**src/rtl/hbp_pkg.sv**
```systemverilog
// ----------------------------------------------------------------------------
// hbp_pkg: shared types and constants of the HTTP header byte parser
// Byte classes, parser states, result codes and the queue entry format.
// ----------------------------------------------------------------------------
package hbp_pkg;

  // Width of the value length limit register.
  localparam int unsigned CfgW = 10;
  localparam logic [CfgW-1:0] CfgReset = 10'd255;

  // Entries of the queue between the classifier and the parser engine.
  localparam int unsigned QueueDepth = 2;
  localparam int unsigned QueuePtrW  = (QueueDepth > 1) ? $clog2(QueueDepth) : 1;
  localparam int unsigned QueueCntW  = $clog2(QueueDepth + 1);

  // Characters the parser cares about.
  localparam logic [7:0] ChColon = 8'h3A;
  localparam logic [7:0] ChSpace = 8'h20;
  localparam logic [7:0] ChCr    = 8'h0D;
  localparam logic [7:0] ChLf    = 8'h0A;

  // Byte roles.
  localparam logic [1:0] RoleDelim = 2'd0;
  localparam logic [1:0] RoleKey   = 2'd1;
  localparam logic [1:0] RoleValue = 2'd2;
  localparam logic [1:0] RoleBody  = 2'd3;

  // Error codes.
  localparam logic [2:0] ErrNone     = 3'd0;
  localparam logic [2:0] ErrKeyBreak = 3'd1;
  localparam logic [2:0] ErrNoSpace  = 3'd2;
  localparam logic [2:0] ErrTooLong  = 3'd3;
  localparam logic [2:0] ErrLineEnd  = 3'd4;
  localparam logic [2:0] ErrBlank    = 3'd5;

  typedef enum logic [2:0] {
    CLS_OTHER = 3'd0,
    CLS_COLON = 3'd1,
    CLS_SPACE = 3'd2,
    CLS_CR    = 3'd3,
    CLS_LF    = 3'd4
  } byte_class_e;

  typedef enum logic [8:0] {
    ST_START  = 9'b000000001,
    ST_KEY    = 9'b000000010,
    ST_COLON  = 9'b000000100,
    ST_SPACE  = 9'b000001000,
    ST_VALUE  = 9'b000010000,
    ST_CR     = 9'b000100000,
    ST_LF     = 9'b001000000,
    ST_END_CR = 9'b010000000,
    ST_END_LF = 9'b100000000
  } parse_state_e;

  // One classified byte as it travels from the front end to the engine.
  typedef struct packed {
    byte_class_e cls;
    logic        new_request;
  } byte_item_t;

endpackage

```
**src/rtl/http_header_byte_parser.sv**
```systemverilog
// ----------------------------------------------------------------------------
// http_header_byte_parser: HTTP/1.1 header block byte tagger
// Tags every header byte, flags line and header ends, and latches errors.
// ----------------------------------------------------------------------------
// The block takes one byte per request and returns exactly one result per
// byte, in order, and sustains one byte per clock cycle while the output is
// not stalled. An accepted byte is written into the two-entry classified
// byte queue and its result is then registered by the parser engine, whose
// state machine and value offset counter update once per byte
// and set the rate. The queue and the registered output let input and output
// stall independently. Assert new_request_i with the first byte of a request
// to clear the parser state, value offset and latched error before that byte
// is used. Once an error is latched every following byte is tagged as a
// delimiter and carries the error code until the next new request. The value
// length limit is written through cfg_we_i and cfg_data_i; change it only
// while no request is in flight. OFFSET_LIMIT sets where the internal value
// offset counter saturates.
// ----------------------------------------------------------------------------
module http_header_byte_parser #(
  parameter int unsigned OFFSET_LIMIT = 1023
) (
  input  logic                     clk_i,
  input  logic                     rst_ni,
  // Configuration write port for the value length limit.
  input  logic                     cfg_we_i,
  input  logic [hbp_pkg::CfgW-1:0] cfg_data_i,
  // Input byte channel.
  input  logic                     in_valid_i,
  output logic                     in_stall_o,
  input  logic [7:0]               data_byte_i,
  input  logic                     new_request_i,
  // Result channel.
  output logic                     out_valid_o,
  input  logic                     out_stall_i,
  output logic [1:0]               byte_role_o,
  output logic                     line_done_o,
  output logic                     headers_done_o,
  output logic [2:0]               error_code_o
);
  import hbp_pkg::*;

  logic [CfgW-1:0] max_value_offset_q;
  logic            push, full, pop, queued_valid;
  byte_item_t      front_item, queued_item;

  // Value length limit register.
  always_ff @(posedge clk_i or negedge rst_ni) begin
    if (!rst_ni) begin
      max_value_offset_q <= CfgReset;
    end else if (cfg_we_i) begin
      max_value_offset_q <= cfg_data_i;
    end
  end

  // Front end: classify each byte as it is accepted.
  hbp_front u_front (
    .in_valid_i    (in_valid_i),
    .in_stall_o    (in_stall_o),
    .data_byte_i   (data_byte_i),
    .new_request_i (new_request_i),
    .push_o        (push),
    .item_o        (front_item),
    .full_i        (full)
  );

  // Decoupling queue between classifier and engine.
  hbp_queue u_queue (
    .clk_i   (clk_i),
    .rst_ni  (rst_ni),
    .push_i  (push),
    .item_i  (front_item),
    .full_o  (full),
    .pop_i   (pop),
    .valid_o (queued_valid),
    .item_o  (queued_item)
  );

  // Back end: header state machine and registered results.
  hbp_back #(
    .OFFSET_LIMIT (OFFSET_LIMIT)
  ) u_back (
    .clk_i              (clk_i),
    .rst_ni             (rst_ni),
    .item_valid_i       (queued_valid),
    .item_i             (queued_item),
    .pop_o              (pop),
    .max_value_offset_i (max_value_offset_q),
    .out_valid_o        (out_valid_o),
    .out_stall_i        (out_stall_i),
    .byte_role_o        (byte_role_o),
    .line_done_o        (line_done_o),
    .headers_done_o     (headers_done_o),
    .error_code_o       (error_code_o)
  );

endmodule

```
**src/rtl/hbp_front.sv**
```systemverilog
// ----------------------------------------------------------------------------
// hbp_front: input classifier
// Accepts raw bytes and reduces each one to its character class.
// ----------------------------------------------------------------------------
module hbp_front (
  input  logic               in_valid_i,
  output logic               in_stall_o,
  input  logic [7:0]         data_byte_i,
  input  logic               new_request_i,
  output logic               push_o,
  output hbp_pkg::byte_item_t item_o,
  input  logic               full_i
);
  import hbp_pkg::*;

  byte_class_e cls;

  always_comb begin
    if (data_byte_i == ChColon) begin
      cls = CLS_COLON;
    end else if (data_byte_i == ChSpace) begin
      cls = CLS_SPACE;
    end else if (data_byte_i == ChCr) begin
      cls = CLS_CR;
    end else if (data_byte_i == ChLf) begin
      cls = CLS_LF;
    end else begin
      cls = CLS_OTHER;
    end
  end

  // The queue alone decides whether a request can be taken.
  assign in_stall_o         = full_i;
  assign push_o             = in_valid_i && !full_i;
  assign item_o.cls         = cls;
  assign item_o.new_request = new_request_i;

endmodule

```
**src/rtl/hbp_queue.sv**
```systemverilog
// ----------------------------------------------------------------------------
// hbp_queue: classified byte queue
// Short first-in first-out buffer that decouples classifier and engine.
// ----------------------------------------------------------------------------
module hbp_queue (
  input  logic                clk_i,
  input  logic                rst_ni,
  input  logic                push_i,
  input  hbp_pkg::byte_item_t item_i,
  output logic                full_o,
  input  logic                pop_i,
  output logic                valid_o,
  output hbp_pkg::byte_item_t item_o
);
  import hbp_pkg::*;

  byte_item_t                 entry_q [QueueDepth];
  logic [QueuePtrW-1:0]       wr_ptr_q, wr_ptr_d;
  logic [QueuePtrW-1:0]       rd_ptr_q, rd_ptr_d;
  logic [QueueCntW-1:0]       count_q, count_d;
  logic                       do_push, do_pop;

  assign full_o  = (count_q == QueueCntW'(QueueDepth));
  assign valid_o = (count_q != '0);
  assign item_o  = entry_q[rd_ptr_q];
  assign do_push = push_i && !full_o;
  assign do_pop  = pop_i && valid_o;

  always_comb begin
    wr_ptr_d = wr_ptr_q;
    rd_ptr_d = rd_ptr_q;
    count_d  = count_q;
    if (do_push) begin
      wr_ptr_d = (wr_ptr_q == QueuePtrW'(QueueDepth - 1)) ? '0 : wr_ptr_q + 1'b1;
    end
    if (do_pop) begin
      rd_ptr_d = (rd_ptr_q == QueuePtrW'(QueueDepth - 1)) ? '0 : rd_ptr_q + 1'b1;
    end
    if (do_push && !do_pop) begin
      count_d = count_q + 1'b1;
    end else if (do_pop && !do_push) begin
      count_d = count_q - 1'b1;
    end
  end

  always_ff @(posedge clk_i or negedge rst_ni) begin
    if (!rst_ni) begin
      wr_ptr_q <= '0;
      rd_ptr_q <= '0;
      count_q  <= '0;
    end else begin
      wr_ptr_q <= wr_ptr_d;
      rd_ptr_q <= rd_ptr_d;
      count_q  <= count_d;
    end
  end

  always_ff @(posedge clk_i) begin
    if (do_push) begin
      entry_q[wr_ptr_q] <= item_i;
    end
  end

endmodule

```
**src/rtl/hbp_back.sv**
```systemverilog
// ----------------------------------------------------------------------------
// hbp_back: parser engine
// Runs the header state machine on classified bytes and registers results.
// ----------------------------------------------------------------------------
module hbp_back #(
  parameter int unsigned OFFSET_LIMIT = 1023
) (
  input  logic                     clk_i,
  input  logic                     rst_ni,
  input  logic                     item_valid_i,
  input  hbp_pkg::byte_item_t      item_i,
  output logic                     pop_o,
  input  logic [hbp_pkg::CfgW-1:0] max_value_offset_i,
  output logic                     out_valid_o,
  input  logic                     out_stall_i,
  output logic [1:0]               byte_role_o,
  output logic                     line_done_o,
  output logic                     headers_done_o,
  output logic [2:0]               error_code_o
);
  import hbp_pkg::*;

  localparam int unsigned OffW = $clog2(OFFSET_LIMIT + 1);
  localparam int unsigned CmpW = (OffW > CfgW) ? OffW : CfgW;
  localparam logic [OffW-1:0] OffLimit = OffW'(OFFSET_LIMIT);

  parse_state_e    state_q, state_d, state_cur;
  logic [OffW-1:0] offset_q, offset_d, offset_cur, offset_inc;
  logic [2:0]      error_q, error_d;
  logic [1:0]      role_d;
  logic            line_d, hdone_d;
  logic            out_valid_q;
  logic [1:0]      role_q;
  logic            line_q, hdone_q;
  logic [2:0]      code_q;

  // A result is produced whenever an item is queued and the output register is free or drained.
  assign pop_o = item_valid_i && (!out_valid_q || !out_stall_i);

  assign offset_inc = (offset_cur < OffLimit) ? offset_cur + 1'b1 : offset_cur;

  always_comb begin
    state_cur  = item_i.new_request ? ST_START : state_q;
    offset_cur = item_i.new_request ? '0 : offset_q;
    error_d    = item_i.new_request ? ErrNone : error_q;
    state_d    = state_cur;
    offset_d   = offset_cur;
    role_d     = RoleDelim;
    line_d     = 1'b0;
    hdone_d    = 1'b0;
    if (error_d == ErrNone) begin
      case (state_cur)
        ST_KEY: begin
          if (item_i.cls == CLS_COLON) begin
            state_d = ST_COLON;
          end else if (item_i.cls == CLS_CR || item_i.cls == CLS_LF) begin
            error_d = ErrKeyBreak;
          end else begin
            role_d = RoleKey;
          end
        end
        ST_COLON: begin
          if (item_i.cls == CLS_SPACE) begin
            state_d = ST_SPACE;
          end else begin
            error_d = ErrNoSpace;
          end
        end
        ST_SPACE: begin
          offset_d = '0;
          role_d   = RoleValue;
          state_d  = ST_VALUE;
        end
        ST_VALUE: begin
          if (item_i.cls == CLS_CR) begin
            state_d = ST_CR;
          end else begin
            offset_d = offset_inc;
            if (CmpW'(offset_inc) > CmpW'(max_value_offset_i)) begin
              error_d = ErrTooLong;
            end else begin
              role_d = RoleValue;
            end
          end
        end
        ST_CR: begin
          if (item_i.cls == CLS_LF) begin
            line_d  = 1'b1;
            state_d = ST_LF;
          end else begin
            error_d = ErrLineEnd;
          end
        end
        ST_LF: begin
          if (item_i.cls == CLS_CR) begin
            state_d = ST_END_CR;
          end else begin
            role_d  = RoleKey;
            state_d = ST_KEY;
          end
        end
        ST_END_CR: begin
          if (item_i.cls == CLS_LF) begin
            hdone_d = 1'b1;
            state_d = ST_END_LF;
          end else begin
            error_d = ErrBlank;
          end
        end
        ST_END_LF: begin
          role_d = RoleBody;
        end
        default: begin
          if (item_i.cls != CLS_CR && item_i.cls != CLS_LF) begin
            role_d  = RoleKey;
            state_d = ST_KEY;
          end else begin
            state_d = ST_START;
          end
        end
      endcase
    end
  end

  always_ff @(posedge clk_i or negedge rst_ni) begin
    if (!rst_ni) begin
      state_q     <= ST_START;
      offset_q    <= '0;
      error_q     <= ErrNone;
      out_valid_q <= 1'b0;
    end else begin
      if (pop_o) begin
        state_q     <= state_d;
        offset_q    <= offset_d;
        error_q     <= error_d;
        out_valid_q <= 1'b1;
      end else if (!out_stall_i) begin
        out_valid_q <= 1'b0;
      end
    end
  end

  always_ff @(posedge clk_i) begin
    if (pop_o) begin
      role_q  <= role_d;
      line_q  <= line_d;
      hdone_q <= hdone_d;
      code_q  <= error_d;
    end
  end

  assign out_valid_o    = out_valid_q;
  assign byte_role_o    = role_q;
  assign line_done_o    = line_q;
  assign headers_done_o = hdone_q;
  assign error_code_o   = code_q;

endmodule

```
**config.mk**
```make
export PLATFORM = sky130hd
export DESIGN_NAME = http_header_byte_parser
export DESIGN_NICKNAME = d
export VERILOG_FILES = /design/src/rtl/hbp_pkg.sv /design/src/rtl/http_header_byte_parser.sv /design/src/rtl/hbp_front.sv /design/src/rtl/hbp_queue.sv /design/src/rtl/hbp_back.sv
export SDC_FILE = /design/constraint.sdc
export NUM_CORES = 1
export LEC_CHECK = 0
export ABC_CLOCK_PERIOD_IN_PS = 5200
export BUFFER_PORTS_ARGS = -buffer_cell sky130_fd_sc_hd__buf_2
export CORE_ASPECT_RATIO = 1.2
export CORE_UTILIZATION = 38
export DETAILED_ROUTE_END_ITERATION = 16
export PLACE_DENSITY_LB_ADDON = 0.15
export SYNTH_ARGS = -nofsm -noshare
export SYNTH_HDL_FRONTEND = slang
export SYNTH_SLANG_ARGS = --single-unit
```
**constraint.sdc**
```tcl
create_clock -name clk_i -period 5.2 [get_ports clk_i]
set_input_delay 0.52 -clock clk_i [delete_from_list [all_inputs] [get_ports clk_i]]
set_output_delay 0.52 -clock clk_i [all_outputs]
set_load 0.02 [all_outputs]
```
==> out/qor.csv, run 1 <==
stage,metric,value,unit
timing,fin_tns_setup,0,ns
timing,setup_violations,0,
placed_design,gp_congestion,0.919,
global_routing,gr-usage-met2,30.4,%
yosys,synth.yosys.seq_area_share,42.0,%
clock_tree,hold_buffers,0,
timing,fin_worst_skew,0.0105,ns
yosys,yosysTopAreaCell,dfrtp_1,
clock_tree,cts_resized,0,
timing,maxSlewViolCount,0,
pwr,power.leakage,0.00152,uW
layout,final_nets,424,
timing,slew_headroom,41.1,%
drt,wire_per_inst,15.9,um
yosys,ys.flop_type,dfrtp_1,
placed_design,placed_area,3540,um^2
timing,period_needed,4.54,ns
die,dieHeight,104,um
yosys,synthTopCellsByArea,"dfrtp_1 21%, edfxtp_1 14%, dfstp_2 7.2%, nand2_1 4.9%, ha_1 4.5%",
layout,drive_gt1_share,16.2,%
timing,post-route-period-util,87.3,%
clock_tree,root_buffer,clkbuf_8,
drt,drtPass1Iterations,4,
die,rows,36,
clock_tree,cts_buffers,5,
setup_path,crit_type,reg -> reg,
yosys,syn_area,3300,um^2
die,io_pins,33,
global_routing,grt_use_total,18.5,%
yosys,synthDistinctLibCells,65,
yosys,synth_fp_nets,400,
layout,synthToLayoutAreaGrowth,10.5,%
die,initial_core_util,39.8,%
global_routing,grt_pass1_vias,2739,
flow_run,cap_viol_max_count,0,
global_routing,grt_pass1_wl,13100,um
timing,setup_ws,0.660,ns
layout,n_antenna_cell,0,
pwr,p_per_area,427,nW/um^2
clock_tree,clock-sinks,52,
clock_tree,cts_tree,yes,
yosys,synth_edf_count,15,
global_routing,grt_overflow,0,
yosys,syn_inst,364,
run_status,outcome,"finished, final reports clean",
layout,instances_no_fill,503,
die,fp.dieW,87.1,um
clock_tree,cts_setup_buffers,0,
setup_path,cp-end-kind,register,
timing,rsz0062_at_grt,false,
global_routing,antenna_found_initial,0,
drt,ant_nets,0,
yosys,synth_top_area_share,21.2,%
setup_path,worstPathMaxFanout,21,
layout,utilization,44.0,%
drt,drtIter0Drc,110,
global_routing,grt-busiest-layer,met2,
drt,vias,2811,
clock_tree,max-clock-path-buffers,2,
placed_design,dp_hpwl,5930,um
setup_path,cp-start-kind,register,
drt,routed_via_density,5.59,
yosys,synth-async-reset-ratio,71.2,%
clock_tree,htree_levels,2,
pwr,ir_drop,0.141,mV
setup_path,cp_data_arrival_time,4.71,ns
placed_design,port_buffers,32,
placed_design,dp.cells,495,
drt,finalWirelength,7980,um
clock_tree,path_clk_slew,0.10,ns
yosys,synth.avg_cell_area,9.07,um^2
setup_path,required,5.37,ns
global_routing,use_met1,22.5,%
layout,final_area,3650,um^2
timing,tightestPinTransition,0.884,ns
timing,final-hold-violation-count,0,
global_routing,grt_start_max_net_pins,38,
layout,num-fill-cells,852,
worst_hold_path,hp-class,in -> async,
clock_tree,insertion_delay,0.31,ns
yosys,ys_ff_latch,52,
global_routing,grt_util_met3,2.94,%
die,die_area,9060,um^2
drt,drc_errors,0,
die,core,8290,um^2
placed_design,place_ws,0.699,ns
yosys,yosys_warnings,0,
timing,max_freq,0.220,GHz
[kinds of logic (layout without fill, tap and decap cells)]
logic type,after synthesis,count (layout),synth area share (%)
xor+xnor,15,15,3.98
flops,52,52,42.0
mux,4,4,1.29
buf+inv,36,61,4.51
fa+ha+maj,12,12,4.55
simple gates,158,158,25.2
compound gates,87,87,18.5
[where the power goes]
| group | internal (uW) | total [uW] | switching, uW | leakage (uW) |
|---|---|---|---|---|
| combinational | 250 | 654 | 405 | 0.000854 |
| sequential | 527 | 623 | 95.7 | 0.000607 |
| clock | 143 | 281 | 138 | 0.0000552 |
[layout make-up]
| type | count | area, um^2 | area share, % |
|---|---|---|---|
| Multi-Input combinational cell | 276 | 1760 | 48.4 |
| Sequential cell | 52 | 1390 | 38.0 |
| Timing Repair Buffer | 34 | 175 | 4.80 |
| Tap cell | 114 | 143 | 3.91 |
| Clock buffer | 6 | 72.6 | 1.99 |
| Inverter | 19 | 71.3 | 1.95 |
| Clock inverter | 2 | 35.0 | 0.960 |
[cell usage in the layout, fill, tap and decap left out, types with 3 or more instances in the layout]
cell      instances
a21oi_1          14
a22o_1            7
a31oi_1           7
and3_1            5
and4_1            3
buf_2            32
clkbuf_8          5
dfrtp_1          28
dfstp_2           9
edfxtp_1         15
ha_1             12
inv_1            17
nand2_1          43
nand2b_1          4
nand3_1          10
nand4_1           5
nand4b_1          4
nor2_1           36
nor3_1           13
nor3b_1           5
nor4_1            7
o21ai_0          25
o21ai_1           5
or3_1             5
xnor2_1           9
xor2_1            6
[critical path, stage by stage (launching register included)]
cell	delay, ns
dfrtp_1	0.58
mux2_2	0.57
nor2_1	0.27
ha_1	0.23
nand4_1	0.21
or4_1	0.75
nand4_1	0.23
xor2_1	0.16
nor2_1	0.06
ha_1	0.31
and4_1	0.24
a31oi_1	0.10
o211a_1	0.23
a221oi_2	0.26
nor2_1	0.10
o21ai_1	0.12
[Yosys cell counts (all sizes together), types with 9 or more instances]
| master | number |
|---|---|
| inv | 17 |
| dfrtp | 28 |
| nand3 | 10 |
| dfstp | 9 |
| nand2 | 43 |
| xnor2 | 9 |
| edfxtp | 15 |
| nor3 | 13 |
| o21ai | 30 |
| ha | 12 |
| a21oi | 14 |
| nor2 | 36 |
| clkbuf | 11 |
[worst paths after layout]
kind,slack (ns),from,endpoint,cells past startpoint
max,0.66,u_queue.rd_ptr_q,u_back.error_code_o[1],15
min in group clk_i,0.41,new_request_i,u_queue.entry_q[0][0],1
max reg2reg,0.66,u_queue.rd_ptr_q,u_back.error_code_o[1],15
min,0.32,rst_ni,u_back.offset_q[6],1
min reg2reg,0.50,u_queue.wr_ptr_q,u_queue.wr_ptr_q,1
max in group asynchronous,4.31,rst_ni,u_back.state_q[5],1
[per-layer routing]
metal / up-vias / wire (um)
li1: 1377 / -
met1: 1328 / 3550
met2: 79 / 3780
met3: 27 / 331
met4: 0 / 322
met5: - / 0
[metrics by stage]
step                total power [uW]  hold WS [ns]
global placement                1270         0.477
CTS                             1560         0.358
global route                    1660         0.390
detailed placement              1280         0.486
floorplan                       1100         0.224
finish                          1560         0.320
[registers in the layout, summed over array words and instances, names as in the netlist]
register,cells
u_back.offset_q,10
max_value_offset_q,10
u_back.out_valid_o,1
u_back.error_q,3
u_queue.count_q,2
u_queue.entry_q,8
u_back.byte_role_o,2
u_queue.wr_ptr_q,1
u_back.headers_done_o,1
u_queue.rd_ptr_q,1
u_back.line_done_o,1
u_back.error_code_o,3
u_back.state_q,9
No activity file was read; power rests on OpenSTA's default activity.
==> inputs of run 2 (changes only) <==
SYNTH_HIERARCHICAL = 1   (was unset)
==> out/qor.csv, run 2 <==
stage,metric,value,unit,change
flow_run,cap_viol_max_count,0,,unchanged
layout,multiInputGateArea,1830,um^2,was 1760 um^2
placed_design,gp_congestion,0.838,,was 0.919
setup_path,required,5.35,ns,was 5.37 ns
layout,regArea,1390,um^2,unchanged
setup_path,cp-start-kind,register,,unchanged
yosys,syn_inst,355,,was 364
timing,period_needed,4.04,ns,was 4.54 ns
yosys,synth_fp_nets,391,,was 400
setup_path,slowest_stage,dfrtp_1,,was or4_1
clock_tree,root_buffer,clkbuf_8,,unchanged
drt,routed_via_density,5.44,,was 5.59
timing,slew_headroom,41.6,%,was 41.1%
timing,max_freq,0.247,GHz,was 0.220 GHz
global_routing,grt_pass1_wl,12500,um,was 13100 um
clock_tree,max-clock-path-buffers,2,,unchanged
yosys,synth-async-reset-ratio,71.2,%,unchanged
run_status,outcome,"finished, final reports clean",,unchanged
global_routing,grt_start_max_net_pins,38,,unchanged
pwr,ir_drop,0.255,mV,was 0.141 mV
setup_path,max_stage_delay,0.46,ns,was 0.75 ns
setup_path,crit_type,reg -> reg,,unchanged
yosys,synthTopCellsByArea,"dfrtp_1 21%, edfxtp_1 13%, dfstp_2 6.9%, ha_1 4.4%, mux2_4 4.4%",,"was dfrtp_1 21%, edfxtp_1 14%, dfstp_2 7.2%, nand2_1 4.9%, ha_1 4.5%"
placed_design,dp.cells,490,,was 495
setup_path,cp-end-kind,register,,unchanged
setup_path,path_cells,"mux2_1, nor2b_1, ha_1, nand3_1, nor4b_2, buf_4, nor3_1, nand4_1, xnor2_1, nor2_1, ha_1, and4_1, nor2b_1, a31oi_1, a21boi_0, o21ai_0, o21ai_0",,"was mux2_2, nor2_1, ha_1, nand4_1, or4_1, nand4_1, xor2_1, nor2_1, ha_1, and4_1, a31oi_1, o211a_1, a221oi_2, nor2_1, o21ai_1"
clock_tree,htree_levels,2,,unchanged
layout,final_nets,416,,was 424
worst_hold_path,hp-class,in -> async,,unchanged
yosys,yosysTopAreaCell,dfrtp_1,,unchanged
timing,setup_violations,0,,unchanged
die,fp.dieW,88.4,um,was 87.1 um
die,dieHeight,106,um,was 104 um
drt,ant_nets,0,,unchanged
global_routing,grt_overflow,0,,unchanged
die,core,8660,um^2,was 8290 um^2
setup_path,worstPathMaxFanout,12,,was 21
clock_tree,cts_buffers,5,,unchanged
clock_tree,cts_setup_buffers,0,,unchanged
drt,wire_per_inst,15.6,um,was 15.9 um
yosys,synth_top_area_share,20.6,%,was 21.2%
yosys,synth.avg_cell_area,9.59,um^2,was 9.07 um^2
die,die_area,9350,um^2,was 9060 um^2
pwr,p_per_area,378,nW/um^2,was 427 nW/um^2
clock_tree,hold_buffers,0,,unchanged
global_routing,grt_pass1_vias,2487,,was 2739
die,rows,37,,was 36
timing,fin_worst_skew,0.0112,ns,was 0.0105 ns
layout,n_antenna_cell,0,,unchanged
layout,drive_gt1_share,21.3,%,was 16.2%
yosys,synthTopCellsByCount,"33 x nand2_1, 33 x nor2_1, 28 x dfrtp_1",,"was 43 x nand2_1, 36 x nor2_1, 28 x dfrtp_1"
layout,synthToLayoutAreaGrowth,9.92,%,was 10.5%
global_routing,antenna_found_initial,0,,unchanged
clock_tree,path_clk_slew,0.10,ns,about the same
global_routing,grt_use_total,17.5,%,was 18.5%
clock_tree,clock-sinks,52,,unchanged
layout,top_regs,"max_value_offset_q: 10 flops, u_back/offset_q: 10 flops, u_back/state_q: 9 flops",,"was max_value_offset_q: 10 flops, u_back.offset_q: 10 flops, u_back.state_q: 9 flops"
drt,drc_errors,0,,unchanged
timing,rsz0062_at_grt,false,,unchanged
timing,post-route-period-util,77.8,%,was 87.3%
yosys,ys.flop_type,dfrtp_1,,unchanged
placed_design,port_buffers,32,,unchanged
layout,final_cell_mix,"33 x nor2_1, 33 x nand2_1, 32 x buf_2, 28 x dfrtp_1, 21 x inv_1",,"was 43 x nand2_1, 36 x nor2_1, 32 x buf_2, 28 x dfrtp_1, 25 x o21ai_0"
setup_path,cp_num_buf_inv,1,,was 0
die,initial_core_util,39.3,%,was 39.8%
yosys,synthDistinctLibCells,63,,was 65
placed_design,dp_hpwl,5810,um,was 5930 um
clock_tree,insertion_delay,0.31,ns,about the same
clock_tree,cts_resized,0,,unchanged
yosys,ys_ff_latch,52,,unchanged
pwr,power.leakage,0.00160,uW,was 0.00152 uW
drt,finalWirelength,7790,um,was 7980 um
setup_path,critPathTopFamily,simple AND/OR/NAND/NOR gates,,unchanged
yosys,synth.yosys.seq_area_share,40.7,%,was 42.0%
clock_tree,cts_tree,yes,,unchanged
yosys,syn_area,3410,um^2,was 3300 um^2
drt,drtPass1Iterations,4,,unchanged
drt,vias,2707,,was 2811
drt,drtIter0Drc,253,,was 110
layout,instances_no_fill,498,,was 503
timing,fin_tns_setup,0,ns,unchanged
timing,tightestPinTransition,0.876,ns,was 0.884 ns
yosys,synth_edf_count,15,,unchanged
setup_path,cp_data_arrival_time,4.20,ns,was 4.71 ns
die,io_pins,33,,unchanged
timing,maxSlewViolCount,0,,unchanged
timing,final-hold-violation-count,0,,unchanged
yosys,yosys_warnings,6,,was 0
layout,num-fill-cells,872,,was 852
run 2: cell count changes after synthesis, sizes merged, moves of 5 or more:
cell and delta:
mux2 +12, nand2 -7, o21ai -6, buf +5, nor3 -5
run 2: final timing paths:
kind / slack (ns) / from / cells after the start / to
max in group asynchronous: 4.32 / rst_ni / 1 / u_back/offset_q[3]
hold / removal: 0.31 / rst_ni / 1 / u_back/state_q[6]
setup / recovery: 1.16 / u_queue/rd_ptr_q / 17 / u_back/error_code_o[1]
setup reg to reg: 1.16 / u_queue/rd_ptr_q / 17 / u_back/error_code_o[1]
min in group clk_i: 0.42 / new_request_i / 1 / u_queue/entry_q[0][0]
hold reg to reg: 0.51 / u_queue/count_q[1] / 1 / u_queue/count_q[1]
run 2: power breakdown:
group	internal [uW]	switching [uW]
combinational	208	360
clock	143	140
sequential	508	55.8
run 2: area by class of cell:
type / instances / share of cell area, %
clock buffers: 5 / 1.84
flip-flops and latches: 52 / 37.1
multi-input cells: 264 / 48.9
inverters: 21 / 2.11
well taps: 117 / 3.91
clock inverters: 3 / 1.14
repair buffers: 36 / 5.08
run 2: cells by family after synthesis:
| kind of cell | count (synthesis) | synth area share, % |
|---|---|---|
| AO/OA/AOI/OAI | 75 | 13.7 |
| flip-flops | 52 | 40.7 |
| adder cells (fa/ha/maj) | 12 | 4.41 |
| buffers and inverters | 39 | 5.55 |
| XOR/XNOR | 15 | 4.08 |
| AND/OR/NAND/NOR | 147 | 25.5 |
| multiplexers | 15 | 6.02 |
run 2: metal layers:
| layer | global-route usage, % | wire length [um] | vias to the layer above | part of all wire [%] |
|---|---|---|---|---|
| li1 | - | - | 1339 | - |
| met1 | 24.0 | 3510 | 1271 | 45 |
| met2 | 27.8 | 3780 | 84 | 49 |
| met3 | 2.11 | 337 | 13 | 4.3 |
| met4 | 6.34 | 163 | 0 | 2.1 |
| met5 | 0 | 0 | - | 0 |
run 2: metrics by stage:
stage	hold slack (ns)	power (uW)	setup WS [ns]	instance area, um^2	util, %
CTS	0.378	1430	1.10	3740	43.2
global route	0.417	1510	0.834	3740	43.2
detailed placement	0.490	1140	1.14	3630	42.0
floorplan	0.224	989	1.34	3410	-
finish	0.314	1410	1.16	3740	43.2
global placement	0.487	1140	1.27	3630	42.0
